==> src/rtl/core/sad_pkg.sv <==
// Shared constants, types and arctangent table for the segment angle pipeline.
`default_nettype none
package sad_pkg;

	localparam int CORDIC_STEPS    = 16;
	localparam int ANGLE_FRAC_BITS = 8;

	localparam int GUARD_BITS = 24;
	localparam int TABLE_FRAC = 20;
	localparam int TABLE_LEN  = 24;
	localparam int NUM_STEPS  = (CORDIC_STEPS > TABLE_LEN) ? TABLE_LEN : CORDIC_STEPS;

	localparam int COORD_W    = 16;
	localparam int DIFF_W     = COORD_W + 1;
	localparam int XY_W       = DIFF_W + GUARD_BITS + 3;
	localparam int Z_W        = 29;
	localparam int ANGLE_W    = 18;
	localparam int IN_DATA_W  = 4 * COORD_W;
	localparam int OUT_DATA_W = ((ANGLE_W + 7) / 8) * 8;

	localparam int RND_SH = TABLE_FRAC - ANGLE_FRAC_BITS;
	localparam int BASE_W = ANGLE_FRAC_BITS + 7;
	localparam int CALC_W = (ANGLE_FRAC_BITS + 10 > ANGLE_W) ? ANGLE_FRAC_BITS + 10 : ANGLE_W;

	localparam logic signed [Z_W-1:0]    Z_FULL     = Z_W'(90 * (1 << TABLE_FRAC));
	localparam logic signed [Z_W-1:0]    ROUND_HALF = Z_W'(1 << (RND_SH - 1));
	localparam logic [BASE_W-1:0]        BASE_RIGHT = BASE_W'(90 * (1 << ANGLE_FRAC_BITS));
	localparam logic signed [CALC_W-1:0] HALF_TURN  = CALC_W'(180 * (1 << ANGLE_FRAC_BITS));

	// atan(2^-i) in degrees, Q.20
	localparam logic signed [Z_W-1:0] ATAN_Q20 [TABLE_LEN] = '{
		Z_W'(47185920), Z_W'(27855475), Z_W'(14718068), Z_W'(7471121),
		Z_W'(3750058),  Z_W'(1876857),  Z_W'(938658),   Z_W'(469357),
		Z_W'(234682),   Z_W'(117342),   Z_W'(58671),    Z_W'(29335),
		Z_W'(14668),    Z_W'(7334),     Z_W'(3667),     Z_W'(1833),
		Z_W'(917),      Z_W'(458),      Z_W'(229),      Z_W'(115),
		Z_W'(57),       Z_W'(29),       Z_W'(14),       Z_W'(7)
	};

	typedef struct packed {
		logic lt_x;
		logic gt_y;
		logic dx_zero;
		logic dy_zero;
	} flags_t;

	typedef struct packed {
		logic                   valid;
		flags_t                 flags;
		logic signed [XY_W-1:0] x;
		logic signed [XY_W-1:0] y;
		logic signed [Z_W-1:0]  z;
	} cordic_t;

endpackage
`default_nettype wire

==> src/rtl/core/sad_post.sv <==
// Output stages: clamp and round the angle, then place it by quadrant.
`default_nettype none
module sad_post (
	input  wire logic                          clk,
	input  wire logic                          arst_n,
	input  wire logic                          advance,
	input  wire sad_pkg::cordic_t              in_sn,
	output logic                               out_valid,
	output logic [sad_pkg::OUT_DATA_W-1:0]     out_data,
	output logic                               out_user
);
	import sad_pkg::*;

	logic signed [Z_W-1:0]    z_clamp;
	logic signed [Z_W-1:0]    z_round;
	logic [BASE_W-1:0]        base_nxt;
	logic                     valid_s1;
	flags_t                   flags_s1;
	logic [BASE_W-1:0]        base_s1;
	logic signed [CALC_W-1:0] base_ext;
	logic signed [CALC_W-1:0] ang;
	logic                     equal;
	logic                     valid_s2;
	logic [OUT_DATA_W-1:0]    data_s2;
	logic                     user_s2;

	always_comb begin
		priority if (in_sn.z[Z_W-1]) begin
			z_clamp = '0;
		end else if (in_sn.z > Z_FULL) begin
			z_clamp = Z_FULL;
		end else begin
			z_clamp = in_sn.z;
		end
	end

	assign z_round = z_clamp + ROUND_HALF;

	always_comb begin
		priority if (in_sn.flags.dx_zero) begin
			base_nxt = BASE_RIGHT;
		end else if (in_sn.flags.dy_zero) begin
			base_nxt = '0;
		end else begin
			base_nxt = z_round[RND_SH +: BASE_W];
		end
	end

	always_ff @(posedge clk or negedge arst_n) begin
		if (!arst_n) begin
			valid_s1 <= 1'b0;
			flags_s1 <= '0;
			base_s1  <= '0;
		end else if (advance) begin
			valid_s1 <= in_sn.valid;
			flags_s1 <= in_sn.flags;
			base_s1  <= base_nxt;
		end
	end

	assign base_ext = CALC_W'(base_s1);
	assign equal    = flags_s1.dx_zero & flags_s1.dy_zero;

	always_comb begin
		priority if (equal) begin
			ang = '0;
		end else if (flags_s1.lt_x) begin
			ang = flags_s1.gt_y ? -base_ext : base_ext;
		end else begin
			ang = flags_s1.gt_y ? base_ext - HALF_TURN : -(HALF_TURN + base_ext);
		end
	end

	always_ff @(posedge clk or negedge arst_n) begin
		if (!arst_n) begin
			valid_s2 <= 1'b0;
			data_s2  <= '0;
			user_s2  <= 1'b0;
		end else if (advance) begin
			valid_s2 <= valid_s1;
			data_s2  <= OUT_DATA_W'(ang[ANGLE_W-1:0]);
			user_s2  <= equal;
		end
	end

	assign out_valid = valid_s2;
	assign out_data  = data_s2;
	assign out_user  = user_s2;

endmodule
`default_nettype wire
==> config.mk <==
export PLATFORM = sky130hd
export DESIGN_NAME = sad_post
export DESIGN_NICKNAME = d
export VERILOG_FILES = /design/src/rtl/core/sad_pkg.sv /design/src/rtl/core/sad_post.sv
export SDC_FILE = /design/constraint.sdc
export NUM_CORES = 1
export LEC_CHECK = 0
export ABC_AREA = 1
export CAP_MARGIN = 20
export CORE_ASPECT_RATIO = 0.6
export CORE_MARGIN = 10
export CORE_UTILIZATION = 45
export DETAILED_ROUTE_END_ITERATION = 12
export DONT_BUFFER_PORTS = 1
export PLACE_DENSITY = 0.61
export SLEW_MARGIN = 10
export SYNTH_ARGS = -nofsm -noshare
export SYNTH_HDL_FRONTEND = slang
export SYNTH_SLANG_ARGS = --single-unit
==> constraint.sdc <==
create_clock -name clk -period 3 [get_ports clk]
set_input_delay 0.6 -clock clk [delete_from_list [all_inputs] [get_ports clk]]
set_output_delay 0.6 -clock clk [all_outputs]
set_load 0.005 [all_outputs]
==> key figures <==
Status
  • Status: finished clean

STA
  • Setup tns final: 0 ns
  • Final setup violating endpoints: 0
  • Minimum clock period: 2.21 ns
  • Max Clock Skew: 0.0107 ns
  • Slew Limit Fails: 0
  • Max Freq: 0.453 GHz
  • Slew @ Worst Pin: 0.823 ns
  • Slew headroom: 44.9%
  • Final Cycle Share: 73.6%
  • Final Hold Vio Count: 0
  • RSZ-0062 raised after global routing: no

Floorplanning
  • Core Area: 0.00614 sq mm
  • Initial core utilization: 46.5%
  • Die height: 81.7 microns
  • Area of the die: 0.0100 sq mm
  • Num rows: 22
  • Die width: 123 microns
  • # IOs: 151

Clocking
  • Root Buffer: clkbuf_8
  • Clk slew on worst S/H paths: 0.09 ns
  • Max clock buf depth: 2
  • CTS Buf Count: 5
  • Clock sink count: 40
  • CTS tree: done
  • CTS H-tree depth: 2
  • CTS resizes: 0
  • Setup bufs post-CTS: 0
  • Worst-Skew Late Latency: 0.30 ns

Critical path
  • R2R cell count: 9
  • Worst Setup End Kind: flop
  • Crit path required time: 3.18 ns
  • CP Buf/Inv Count: 1
  • Critical path cell sequence: inv_1 > ha_1 > nand3_1 > nor2_1 > nand2_1 > nand2_1 > o21a_1 > nor3b_1 > o21ai_0
  • Crit path max fanout: 4
  • Critical Path Max Stage Delay: 0.43 ns
  • Slowest CP cell: nor3b_1
  • CP top delay family: simple AND/OR/NAND/NOR gates
  • Worst reg2reg startpoint: base_s1[0]
  • Critical path type: reg2reg
  • Worst Path Arrival: 2.39 ns
  • Critical R2R Capture: out_data[16]
  • Worst setup path start: base_s1[0]
  • CP startpoint kind: flop
  • Cell count along the critical path: 9
  • CP most frequent cell: nand2_1
  • R2r setup slk: 0.79 ns

Yosys
  • Commonest cells post-synth: nand2_1 (106), inv_1 (47), nor2_1 (45)
  • Sequential area share after synthesis: 35.1%
  • Ys flop type: dfrtp_1
  • Netlist cell types: 43
  • Top cell type's share of synthesized area: 35.1%
  • Avg Synthesized Cell Area: 6.84 sq um
  • Ys async rst share: 100%
  • Register bit total from synthesis: 40
  • Synth warn: 0
  • Post-Syn Instances: 417
  • Area leader, netlist: dfrtp_1
  • Largest cells by area after synthesis: dfrtp_1 (35%), nand2_1 (14%), inv_1 (6.2%)
  • Synthesized area: 0.00285 sq mm
  • EDFF count, synth: 0
  • Most frequent cell after synthesis: nand2_1

Flow run
  • Maxcap violations: 0

Placed design
  • Input/output buffers: 0
  • Placed Area: 0.00289 sq mm
  • Placer congestion estimate: 0.882
  • DPL Wire Length: 5900 microns

Global routing
  • Largest net degree at the start of global routing: 41
  • Vias in the first global route: 2579
  • Initial antenna violation count: 0
  • Met1 Usage GRT: 22.7%
  • Met3 Use GR: 4.79%
  • Gr busiest metal: met1
  • First-pass GRT wire length: 12700 microns
  • Gr usage total: 15.7%
  • Met2 Use GR: 22.2%
  • Grt ovf: 0

Power and ir drop
  • Worst vdd ir: 0.226 mV
  • Cell Pwr Density: 433 mW/mm^2
  • Leak Pwr: 1.46 nW

Detailed routing
  • Vias: 2630
  • Pre-antenna DRT Iters: 5
  • Avg Vias per Cell: 5.25
  • DRC violation count after routing: 0
  • Total Wirelength: 7510 microns
  • Initial DRC Count: 198
  • WL per Instance: 15.0 microns
  • ANT nets after route: 0

Min path
  • Hold WC Path Type: in2async

Layout
  • Number of filler cells placed in the layout: 644
  • Final core occ: 48.8%
  • Share of layout cells above drive strength 1: 9.59%
  • Fin area: 0.00300 sq mm
  • Synth-to-Final Area Change: 5.05%
  • Ant. Diodes: 0
  • NumNets Final: 547
## routing by layer
layer / part of all wire [%] / vias up
li1: - / 1344
met1: 52 / 1210
met2: 39 / 69
met3: 7.4 / 7
met4: 0.84 / 0
met5: 0 / -
## what timing repair did
item,CTS,global route
hold buffers,1,0
setup endpoints to repair,0,0
hold endpoints to repair,40,0
## worst reg2reg max path, cell delays in order, from the launching register on
cell     delay [ns]
dfrtp_1        0.39
inv_1          0.12
ha_1           0.19
nand3_1        0.14
nor2_1         0.28
nand2_1        0.11
nand2_1        0.10
o21a_1         0.18
nor3b_1        0.43
o21ai_0        0.13
## cells by family after synthesis
family	after synthesis	synth area share [%]
adders and majority gates	6	2.63
AOI/OAI and AO/OA	71	14.1
DFF	40	35.1
buffers and inverters	74	11.4
xor gates and xnor gates	2	0.614
and+or+nand+nor	223	36.1
other	1	0.132
## flip-flops by register name, indices dropped and copies added, names as in the netlist
register and count:
out_data 18, base_s1 15, flags_s1 4, out_user 1
out_valid 1, valid_s1 1
## stage by stage
| stage | power (mW) | hold slack, ns | cells | setup WS (ns) |
|---|---|---|---|---|
| 2_1_floorplan | 0.872 | 0.304 | 422 | 0.734 |
| 3_3_place_gp | 0.925 | 0.306 | 492 | 0.558 |
| 3_5_place_dp | 0.932 | 0.306 | 492 | 0.511 |
| 4_1_cts | 1.31 | 0.131 | 501 | 0.824 |
| 5_1_grt | 1.40 | 0.130 | 501 | 0.586 |
| 6_report | 1.30 | 0.128 | 501 | 0.792 |
## how the worst max path moves through the flow
stage | slack [ns] | end
2_1_floorplan | 0.73 | base_s1[5]
3_3_place_gp | 0.56 | base_s1[13]
3_5_place_dp | 0.51 | base_s1[13]
4_1_cts | 0.82 | base_s1[13]
5_1_grt | 0.59 | base_s1[13]
6_report | 0.79 | out_data[16]
## report_power, final
part	switching, mW	internal (mW)	leakage (nW)	total (mW)
combinational	0.186	0.0945	0.902	0.280
clock	0.201	0.162	0.0479	0.363
sequential	0.0585	0.597	0.515	0.655
total	0.445	0.853	1.46	1.30
## cell usage in the layout (no fill, tap or decap), types with 2 or more instances in the layout
| master | synthesis | routed |
|---|---|---|
| a211oi_1 | 2 | 2 |
| a21oi_1 | 18 | 18 |
| a32o_1 | 2 | 2 |
| buf_4 | 6 | 3 |
| clkbuf_8 | 0 | 5 |
| clkinv_2 | 0 | 2 |
| conb_1 | 1 | 6 |
| dfrtp_1 | 40 | 40 |
| ha_1 | 6 | 6 |
| inv_1 | 47 | 47 |
| inv_2 | 10 | 10 |
| nand2_1 | 106 | 106 |
| nand3_1 | 34 | 34 |
| nand3_2 | 3 | 3 |
| nand3b_1 | 2 | 2 |
| nand4_1 | 11 | 11 |
| nand4_2 | 2 | 2 |
| nor2_1 | 45 | 45 |
| nor2_2 | 5 | 5 |
| nor2_4 | 2 | 2 |
| nor3_1 | 6 | 6 |
| nor3_2 | 2 | 2 |
| o211ai_1 | 2 | 2 |
| o21ai_0 | 29 | 29 |
| o21ai_1 | 7 | 7 |
| o21bai_1 | 2 | 2 |
| o22ai_1 | 2 | 2 |
| o31ai_1 | 2 | 2 |
## final cells by class
cell class	instances	area, sq um	area share (%)
inverter	57	214	7.14
tap	84	105	3.51
clock inverter	3	18.8	0.627
sequential	40	1000	33.4
timing repair buffer	4	42.5	1.42
clock buffer	5	68.8	2.30
multi-input combinational	308	1550	51.6
Power figures use the tool's default switching activity.
