### src/rtl/core/sad_pkg.sv
// Shared constants, types and arctangent table for the segment angle pipeline.
`default_nettype none
package sad_pkg;

	localparam int CORDIC_STEPS    = 16;
	localparam int ANGLE_FRAC_BITS = 8;

	localparam int GUARD_BITS = 24;
	localparam int TABLE_FRAC = 20;
	localparam int TABLE_LEN  = 24;
	localparam int NUM_STEPS  = (CORDIC_STEPS > TABLE_LEN) ? TABLE_LEN : CORDIC_STEPS;

	localparam int COORD_W    = 16;
	localparam int DIFF_W     = COORD_W + 1;
	localparam int XY_W       = DIFF_W + GUARD_BITS + 3;
	localparam int Z_W        = 29;
	localparam int ANGLE_W    = 18;
	localparam int IN_DATA_W  = 4 * COORD_W;
	localparam int OUT_DATA_W = ((ANGLE_W + 7) / 8) * 8;

	localparam int RND_SH = TABLE_FRAC - ANGLE_FRAC_BITS;
	localparam int BASE_W = ANGLE_FRAC_BITS + 7;
	localparam int CALC_W = (ANGLE_FRAC_BITS + 10 > ANGLE_W) ? ANGLE_FRAC_BITS + 10 : ANGLE_W;

	localparam logic signed [Z_W-1:0]    Z_FULL     = Z_W'(90 * (1 << TABLE_FRAC));
	localparam logic signed [Z_W-1:0]    ROUND_HALF = Z_W'(1 << (RND_SH - 1));
	localparam logic [BASE_W-1:0]        BASE_RIGHT = BASE_W'(90 * (1 << ANGLE_FRAC_BITS));
	localparam logic signed [CALC_W-1:0] HALF_TURN  = CALC_W'(180 * (1 << ANGLE_FRAC_BITS));

	// atan(2^-i) in degrees, Q.20
	localparam logic signed [Z_W-1:0] ATAN_Q20 [TABLE_LEN] = '{
		Z_W'(47185920), Z_W'(27855475), Z_W'(14718068), Z_W'(7471121),
		Z_W'(3750058),  Z_W'(1876857),  Z_W'(938658),   Z_W'(469357),
		Z_W'(234682),   Z_W'(117342),   Z_W'(58671),    Z_W'(29335),
		Z_W'(14668),    Z_W'(7334),     Z_W'(3667),     Z_W'(1833),
		Z_W'(917),      Z_W'(458),      Z_W'(229),      Z_W'(115),
		Z_W'(57),       Z_W'(29),       Z_W'(14),       Z_W'(7)
	};

	typedef struct packed {
		logic lt_x;
		logic gt_y;
		logic dx_zero;
		logic dy_zero;
	} flags_t;

	typedef struct packed {
		logic                   valid;
		flags_t                 flags;
		logic signed [XY_W-1:0] x;
		logic signed [XY_W-1:0] y;
		logic signed [Z_W-1:0]  z;
	} cordic_t;

endpackage
`default_nettype wire

### src/rtl/core/sad_prep.sv
// Input stage: coordinate differences, magnitudes and quadrant flags.
`default_nettype none
module sad_prep (
	input  wire logic                         clk,
	input  wire logic                         arst_n,
	input  wire logic                         advance,
	input  wire logic                         in_valid,
	input  wire logic [sad_pkg::IN_DATA_W-1:0] in_data,
	output sad_pkg::cordic_t                  out_s1
);
	import sad_pkg::*;

	logic signed [COORD_W-1:0] bx, by, ex, ey;
	logic signed [DIFF_W-1:0]  diff_x, diff_y;
	logic [DIFF_W-1:0]         mag_x, mag_y;
	cordic_t                   nxt;

	assign bx = in_data[0*COORD_W +: COORD_W];
	assign by = in_data[1*COORD_W +: COORD_W];
	assign ex = in_data[2*COORD_W +: COORD_W];
	assign ey = in_data[3*COORD_W +: COORD_W];

	assign diff_x = DIFF_W'(ex) - DIFF_W'(bx);
	assign diff_y = DIFF_W'(ey) - DIFF_W'(by);
	assign mag_x  = diff_x[DIFF_W-1] ? DIFF_W'(-diff_x) : DIFF_W'(diff_x);
	assign mag_y  = diff_y[DIFF_W-1] ? DIFF_W'(-diff_y) : DIFF_W'(diff_y);

	always_comb begin
		nxt               = '0;
		nxt.valid         = in_valid;
		nxt.flags.lt_x    = (bx < ex);
		nxt.flags.gt_y    = (by > ey);
		nxt.flags.dx_zero = (mag_x == '0);
		nxt.flags.dy_zero = (mag_y == '0);
		nxt.x             = XY_W'({mag_x, {GUARD_BITS{1'b0}}});
		nxt.y             = XY_W'({mag_y, {GUARD_BITS{1'b0}}});
		nxt.z             = '0;
	end

	always_ff @(posedge clk or negedge arst_n) begin
		if (!arst_n) begin
			out_s1 <= '0;
		end else if (advance) begin
			out_s1 <= nxt;
		end
	end

endmodule
`default_nettype wire

### config.mk
export PLATFORM = sky130hd
export DESIGN_NAME = sad_prep
export DESIGN_NICKNAME = d
export VERILOG_FILES = /design/src/rtl/core/sad_pkg.sv /design/src/rtl/core/sad_prep.sv
export SDC_FILE = /design/constraint.sdc
export NUM_CORES = 1
export LEC_CHECK = 0
export ABC_CLOCK_PERIOD_IN_PS = 1200
export BUFFER_PORTS_ARGS = -buffer_cell sky130_fd_sc_hd__buf_4
export CAP_MARGIN = 20
export CORE_MARGIN = 5
export CORE_UTILIZATION = 49
export DETAILED_ROUTE_END_ITERATION = 12
export PLACE_DENSITY = 0.8
export SYNTH_ARGS = -nofsm -noshare
export SYNTH_HDL_FRONTEND = slang
export SYNTH_SLANG_ARGS = --single-unit
### constraint.sdc
create_clock -name clk -period 1.2 [get_ports clk]
set_input_delay 0.12 -clock clk [delete_from_list [all_inputs] [get_ports clk]]
set_output_delay 0.12 -clock clk [all_outputs]
set_load 0.03 [all_outputs]
==> load_flow_metrics.sql, run 1 <==
INSERT INTO impl_metrics (metric_group, metric, value, unit) VALUES
('logic_synthesis', 'ys_top_cells_by_area', 'sky130_fd_sc_hd__dfrtp_1 19%, sky130_fd_sc_hd__buf_4 12%, sky130_fd_sc_hd__ha_1 8.8%, sky130_fd_sc_hd__a21oi_1 6.3%, sky130_fd_sc_hd__xnor2_1 4.3%', ''),
('cells_and_area', 'multi_input_gate_area_in_the_final_layout', '4810', 'um^2'),
('clock_network', 'numCtsBuffers', '5', ''),
('global_route', 'grt_pass1_wl', '30350', 'um'),
('worst_setup_path', 'worstPathRequired', '1.41', 'ns'),
('clock_network', 'cts.htree.levels', '2', ''),
('timing', 'grt_setup_unrepaired', 'true', ''),
('clock_network', 'clock_edge_transition_at_the_registers_on_the_reported_setup_and_hold_paths', '0.09', 'ns'),
('logic_synthesis', 'synth_ff_type', 'sky130_fd_sc_hd__dfrtp_1', ''),
('floorplan', 'floorplan.core_area', '10230', 'um^2'),
('routing', 'drt_drc_violations_left', '0', ''),
('place', 'place_area', '7513', 'um^2'),
('clock_network', 'cts_tree', 'yes', ''),
('job', 'max_cap_viol_count', '0', ''),
('timing', 'slew_viol_final', '0', ''),
('timing', 'setup_viol', '36', ''),
('logic_synthesis', 'postSynth.asyncResetShare', '1.000', ''),
('global_route', 'initial_antenna_violation_count', '0', ''),
('clock_network', 'worst_skew_pair.late_latency', '0.31', 'ns'),
('floorplan', 'initial_utilization', '0.4997', ''),
('logic_synthesis', 'synth-edff-count', '0', ''),
('logic_synthesis', 'ys_top_cells_by_count', '83 x sky130_fd_sc_hd__buf_4, 64 x sky130_fd_sc_hd__a21oi_1, 56 x sky130_fd_sc_hd__nor2_1, 51 x sky130_fd_sc_hd__inv_1, 39 x sky130_fd_sc_hd__dfrtp_1', ''),
('logic_synthesis', 'synth.ff_latch_count', '39', ''),
('logic_synthesis', 'largest_family_of_logic_cells_by_synthesized_area', 'compound AO/OA/AOI/OAI gates', ''),
('place', 'dpl.hpwl', '13070', 'um'),
('timing', 'worstMarginPinSlew', '0.8610', 'ns'),
('logic_synthesis', 'compound_cell_area_share_of_the_yosys_netlist', '0.2305', ''),
('logic_synthesis', 'yosys.area_share.adder', '0.09594', ''),
('cells_and_area', 'stdcell_area', '8944', 'um^2'),
('worst_setup_path', 'critical_path.slowest_cell', 'sky130_fd_sc_hd__or4b_4', ''),
('logic_synthesis', 'count_leader_synth', 'sky130_fd_sc_hd__buf_4', ''),
('global_route', 'grt_max_degree', '40', ''),
('place', 'dpl.cell_count', '1053', ''),
('timing', 'final.setup.worst_slack', '-1.930', 'ns'),
('logic_synthesis', 'synth.cell_area', '5112', 'um^2'),
('timing', 'setup_total_negative_slack', '-44.66', 'ns'),
('global_route', 'grt_remaining_overflow', '0', ''),
('status', 'failed_checks', 'negative setup slack', ''),
('worst_hold_path', 'hold_path_class', 'primary input to flip-flop', ''),
('worst_setup_path', 'crit_arrival', '3.34', 'ns'),
('clock_network', 'clock_sink_count', '39', ''),
('timing', 'slew_headroom', '0.4211', ''),
('global_route', 'grt_pass1_vias', '6433', ''),
('worst_setup_path', 'cp.buffers_inverters', '4', ''),
('routing', 'dr_total_vias', '6652', ''),
('timing', 'hold_violations', '0', ''),
('place', 'port-buffer-count', '106', ''),
('floorplan', 'die_outline_area', '12580', 'um^2'),
('global_route', 'global_route.usage.total', '0.2878', ''),
('cells_and_area', 'num_antenna_cells', '0', ''),
('worst_setup_path', 'timing.setup.critical_path_class', 'primary input to flip-flop', ''),
('timing', 'timing.final.crit_share', '2.608', ''),
('status', 'run_status', 'finished with violations', ''),
('cells_and_area', 'largest_register_ff_count', '39', ''),
('logic_synthesis', 'post_synth_mux_area_share', '0.02496', ''),
('timing', 'fin_clk_skew', '0', 'ns'),
('logic_synthesis', 'synth_simple_gate_area_frac', '0.2017', ''),
('floorplan', 'floorplan.io_pins', '190', ''),
('routing', 'drtIter0Drc', '568', ''),
('clock_network', 'cts.root.buffer_cell', 'sky130_fd_sc_hd__clkbuf_8', ''),
('floorplan', 'rows', '37', ''),
('cells_and_area', 'utilization', '0.8742', ''),
('floorplan', 'chipWidth', '112.1', 'um'),
('worst_setup_path', 'startpoint_type', 'primary input', ''),
('logic_synthesis', 'yosys.area_share.xor_xnor', '0.07342', ''),
('worst_setup_path', 'cp_max_fo', '4', ''),
('timing', 'fin_crit', '3.130', 'ns'),
('logic_synthesis', 'netlist.top_cell.by_area', 'sky130_fd_sc_hd__dfrtp_1', ''),
('worst_setup_path', 'crit_chain', 'buf_12 > inv_12 > ha_4 > fa_2 > nand2b_4 > a21oi_4 > buf_6 > o21a_1 > a211o_1 > buf_6 > a32oi_4 > nor2_1 > a21oi_4 > nand4_1 > or4b_4 > o31ai_2', ''),
('power', 'leakage_component_of_the_power', '0.004185', 'uW'),
('routing', 'finalWirelength', '23860', 'um');
[final timing paths]
| kind | from | endpoint | slack [ns] | cells after the start |
|---|---|---|---|---|
| worst max-delay path | in_data[48] | out_s1[117] | -1.93 | 16 |
| worst min-delay path | in_valid | out_s1[121] | 0.05 | 2 |
| worst max register to register | out_s1[103] | out_s1[103] | 0.35 | 1 |
| worst min register to register | out_s1[100] | out_s1[100] | 0.52 | 1 |
| max in group asynchronous | arst_n | out_s1[58] | 0.44 | 2 |
| min in group asynchronous | arst_n | out_s1[97] | 0.39 | 2 |
[report_power, final]
group	switching, uW	leakage (uW)	total (uW)	internal [uW]
logic	4060	0.00367	7290	3230
registers	240	0.000450	1860	1620
clock network	548	0.0000612	1220	674
total	4850	0.00419	10400	5530
[area by class of cell]
type | count | area share
inverters | 52 | 0.02686
multi-input cells | 548 | 0.5378
repair buffers | 322 | 0.2941
well taps | 136 | 0.01903
flip-flops and latches | 39 | 0.1091
clock buffers | 6 | 0.009233
clock inverters | 2 | 0.003917
[stage by stage]
step	total power (uW)	hold WS (ns)
finish	10380	0.05468
global route	10740	0.06529
CTS	9273	0.05318
detailed placement	7501	0.1269
global placement	7329	0.1149
floorplan	5401	-0.1756
[timing repair]
item                                   CTS  global route
gates resized for setup                123            79
pin swaps                               85            55
setup buffers                           27            24
setup endpoints to repair               36            36
endpoints found under the hold margin   39             0
hold buffers                             1             0
[metal layers]
layer  GRT usage  vias up  wire length [um]
li1            -     2801                 -
met1      0.2903     3113              7691
met2      0.5554      519             12250
met3     0.03935      219              1720
met4      0.1699        0              2199
met5           0        -                 0
[cell usage in the layout, fill, tap and decap left out, types with 11 or more instances in the layout]
cell                        n
sky130_fd_sc_hd__a21oi_1   33
sky130_fd_sc_hd__a21oi_2   21
sky130_fd_sc_hd__buf_4    276
sky130_fd_sc_hd__buf_6     38
sky130_fd_sc_hd__conb_1    83
sky130_fd_sc_hd__dfrtp_1   39
sky130_fd_sc_hd__ha_1      17
sky130_fd_sc_hd__ha_4      18
sky130_fd_sc_hd__inv_1     38
sky130_fd_sc_hd__nand2_1   19
sky130_fd_sc_hd__nand4_1   11
sky130_fd_sc_hd__nor2_1    50
sky130_fd_sc_hd__nor3_1    16
sky130_fd_sc_hd__xnor2_1   11
sky130_fd_sc_hd__xnor2_2   14
[cell families after synthesis]
family / Yosys count
buffers and inverters: 158
multiplexers: 12
other: 1
adder cells (fa/ha/maj): 38
XOR/XNOR: 42
AO/OA/AOI/OAI: 180
AND/OR/NAND/NOR: 193
flip-flops: 39
Power figures use the tool's default switching activity.
==> run 2, diff against run 1 <==
--- a/config.mk
+++ b/config.mk
@@ -5,9 +5,10 @@
 export SDC_FILE = /design/constraint.sdc
 export NUM_CORES = 1
 export LEC_CHECK = 0
-export ABC_CLOCK_PERIOD_IN_PS = 1200
+export ABC_CLOCK_PERIOD_IN_PS = 3250
 export BUFFER_PORTS_ARGS = -buffer_cell sky130_fd_sc_hd__buf_4
 export CAP_MARGIN = 20
+export CORE_ASPECT_RATIO = 0.5
 export CORE_MARGIN = 5
 export CORE_UTILIZATION = 49
 export DETAILED_ROUTE_END_ITERATION = 12
==> constraint.sdc (replaced) <==
create_clock -name clk -period 3.25 [get_ports clk]
set_input_delay 0.325 -clock clk [delete_from_list [all_inputs] [get_ports clk]]
set_output_delay 0.325 -clock clk [all_outputs]
set_load 0.03 [all_outputs]
==> run 2 against run 1 <==
The flow now finishes without violations. Setup slack better by 2.0 ns. Clock power down 54%. Via count shrank 23%. Non-clock buffer count fell by 123. Clock skew did not move. Sequential share of layout area increased by 3.8 points. Largest cell class unchanged. Largest power group unchanged.
==> load_flow_metrics.sql, run 2 (synthesized netlist as in run 1, its figures left out) <==
INSERT INTO impl_metrics (metric_group, metric, value, unit) VALUES
('timing', 'slew_headroom', '0.5979', ''),
('place', 'gp_congestion', '0.8957', ''),
('global_route', 'grt_max_degree', '42', ''),
('cells_and_area', 'top_regs', 'out_s1: 39 flops', ''),
('floorplan', 'die_outline_area', '12700', 'um^2'),
('global_route', 'grt_remaining_overflow', '0', ''),
('clock_network', 'clock_edge_transition_at_the_registers_on_the_reported_setup_and_hold_paths', '0.06', 'ns'),
('power', 'vdd_drop_max', '0.2445', 'mV'),
('floorplan', 'initial_utilization', '0.5021', ''),
('cells_and_area', 'layout.nets', '951', ''),
('timing', 'fin_crit', '3.208', 'ns'),
('timing', 'slew_viol_final', '0', ''),
('routing', 'drt_first_pass_iters', '5', ''),
('cells_and_area', 'share_of_cells_above_drive_strength_1', '0.2884', ''),
('worst_setup_path', 'critical_path.top_delay_family', 'simple AND/OR/NAND/NOR gates', ''),
('worst_setup_path', 'cp.buffers_inverters', '2', ''),
('timing', 'fin_worst_hold_slack', '0.01409', 'ns'),
('clock_network', 'cts.htree.levels', '2', ''),
('clock_network', 'cts_tree', 'yes', ''),
('worst_setup_path', 'crit_chain', 'buf_4 > inv_12 > ha_4 > fa_2 > nand2b_4 > a21boi_2 > or3_4 > and2_2 > or3_1 > o21ai_1 > xor2_1 > nand4_1 > or4b_1 > o31ai_1', ''),
('worst_setup_path', 'worstPathRequired', '3.43', 'ns'),
('worst_setup_path', 'cp_max_fo', '2', ''),
('worst_setup_path', 'critical-path-max-stage-delay', '0.54', 'ns'),
('power', 'leakage_component_of_the_power', '0.003290', 'uW'),
('cells_and_area', 'area_growth_syn_to_fin', '30.18', '%'),
('timing', 'hold_violations', '0', ''),
('floorplan', 'rows', '26', ''),
('routing', 'detail_route.wl_per_cell', '13.07', 'um'),
('cells_and_area', 'nFillCells', '880', ''),
('routing', 'dr_total_vias', '5120', ''),
('worst_setup_path', 'crit_arrival', '3.39', 'ns'),
('status', 'run_status', 'completed', ''),
('worst_setup_path', 'startpoint_type', 'primary input', ''),
('global_route', 'grt_pass1_wl', '20400', 'um'),
('routing', 'drt.antenna.violating_nets', '0', ''),
('cells_and_area', 'largest-register', 'out_s1', ''),
('timing', 'setup_viol', '0', ''),
('clock_network', 'hold_buffers', '0', ''),
('place', 'dpl.hpwl', '10450', 'um'),
('routing', 'finalWirelength', '12890', 'um'),
('timing', 'achievable-frequency', '0.3117', 'GHz'),
('timing', 'worstMarginPinSlew', '0.5999', 'ns'),
('power', 'power_per_cell_area', '454.5', 'nW/um^2'),
('routing', 'avgViaCountPerCell', '5.193', ''),
('cells_and_area', 'layout_common_cells', '199 x sky130_fd_sc_hd__buf_4, 83 x sky130_fd_sc_hd__conb_1, 63 x sky130_fd_sc_hd__a21oi_1, 56 x sky130_fd_sc_hd__nor2_1, 50 x sky130_fd_sc_hd__inv_1', ''),
('clock_network', 'clock_sink_count', '39', ''),
('worst_setup_path', 'timing.setup.critical_path_class', 'primary input to flip-flop', ''),
('clock_network', 'ctsLongestPathBuffers', '2', ''),
('clock_network', 'cts.root.buffer_cell', 'sky130_fd_sc_hd__clkbuf_16', ''),
('routing', 'drtIter0Drc', '332', ''),
('global_route', 'global_route.usage.total', '0.1868', ''),
('floorplan', 'floorplan.core_area', '10180', 'um^2'),
('global_route', 'grt_pass1_vias', '4637', ''),
('cells_and_area', 'largest_register_ff_count', '39', ''),
('timing', 'timing.final.crit_share', '0.9871', ''),
('cells_and_area', 'num_antenna_cells', '0', ''),
('worst_setup_path', 'worstSetupEndpointType', 'flip-flop', ''),
('power', 'totalPowerFinal', '3024', 'uW'),
('timing', 'fin_clk_skew', '0', 'ns'),
('floorplan', 'die_h', '82.23', 'um'),
('global_route', 'initial_antenna_violation_count', '0', ''),
('worst_hold_path', 'hold_path_class', 'primary input to async pin', ''),
('clock_network', 'numCtsBuffers', '5', ''),
('job', 'max_cap_viol_count', '0', ''),
('cells_and_area', 'layout.cells.most_common', 'sky130_fd_sc_hd__buf_4', ''),
('routing', 'drt_drc_violations_left', '0', ''),
('place', 'port-buffer-count', '106', ''),
('worst_setup_path', 'critical_path.slowest_cell', 'sky130_fd_sc_hd__or4b_1', ''),
('clock_network', 'worst_skew_pair.late_latency', '0.27', 'ns'),
('floorplan', 'floorplan.io_pins', '190', ''),
('floorplan', 'chipWidth', '154.5', 'um');
run 2: final timing paths:
path	startpoint	end	slack (ns)	cells after the start
min in group clk	in_valid	out_s1[121]	0.29	2
worst min-delay path	arst_n	out_s1[99]	0.01	1
worst max register to register	out_s1[68]	out_s1[68]	2.46	1
max in group asynchronous	arst_n	out_s1[55]	2.89	1
worst max-delay path	in_data[48]	out_s1[117]	0.04	14
worst min register to register	out_s1[69]	out_s1[69]	0.51	1
run 2: per-layer routing:
metal | wire (um) | vias to the layer above | GRT usage | part of all wire
met3 | 958 | 29 | 0.01874 | 0.074
met4 | 248 | 0 | 0.05727 | 0.019
met2 | 6270 | 229 | 0.3557 | 0.49
li1 | - | 2544 | - | -
met5 | 0 | - | 0 | 0
met1 | 5409 | 2318 | 0.2274 | 0.42
run 2: repair_timing:
action,CTS,global route
setup endpoints to repair,0,3
endpoints found under the hold margin,0,0
resized for setup,0,13
setup buffers,0,3
run 2: final cells by class:
cell class,count,area (um^2),share of cell area
Clock buffer,6,138.9,0.02087
Clock inverter,2,35.03,0.005264
Inverter,52,209.0,0.03140
Multi-Input combinational cell,548,3627,0.5450
Sequential cell,39,975.9,0.1466
Tap cell,140,175.2,0.02632
Timing Repair Buffer,199,1494,0.2245
run 2: power by group:
| part | internal [uW] | total (uW) | leakage (uW) | switching (uW) |
|---|---|---|---|---|
| clock | 381 | 561 | 0.0000868 | 180 |
| sequential | 601 | 668 | 0.000450 | 67.6 |
| combinational | 759 | 1800 | 0.00275 | 1040 |
run 2: through the flow:
stage                 util  instances  cell area (um^2)  TNS (ns)  setup slack [ns]
floorplan                -        745              5478  -0.02272          -0.02272
global placement    0.6277        975              6391   -0.3565           -0.1258
detailed placement  0.6277        975              6391   -0.6440           -0.2220
CTS                 0.6448        983              6565         0           0.03993
global route        0.6536        986              6655  -0.08008          -0.05951
finish              0.6536        986              6655         0           0.04203
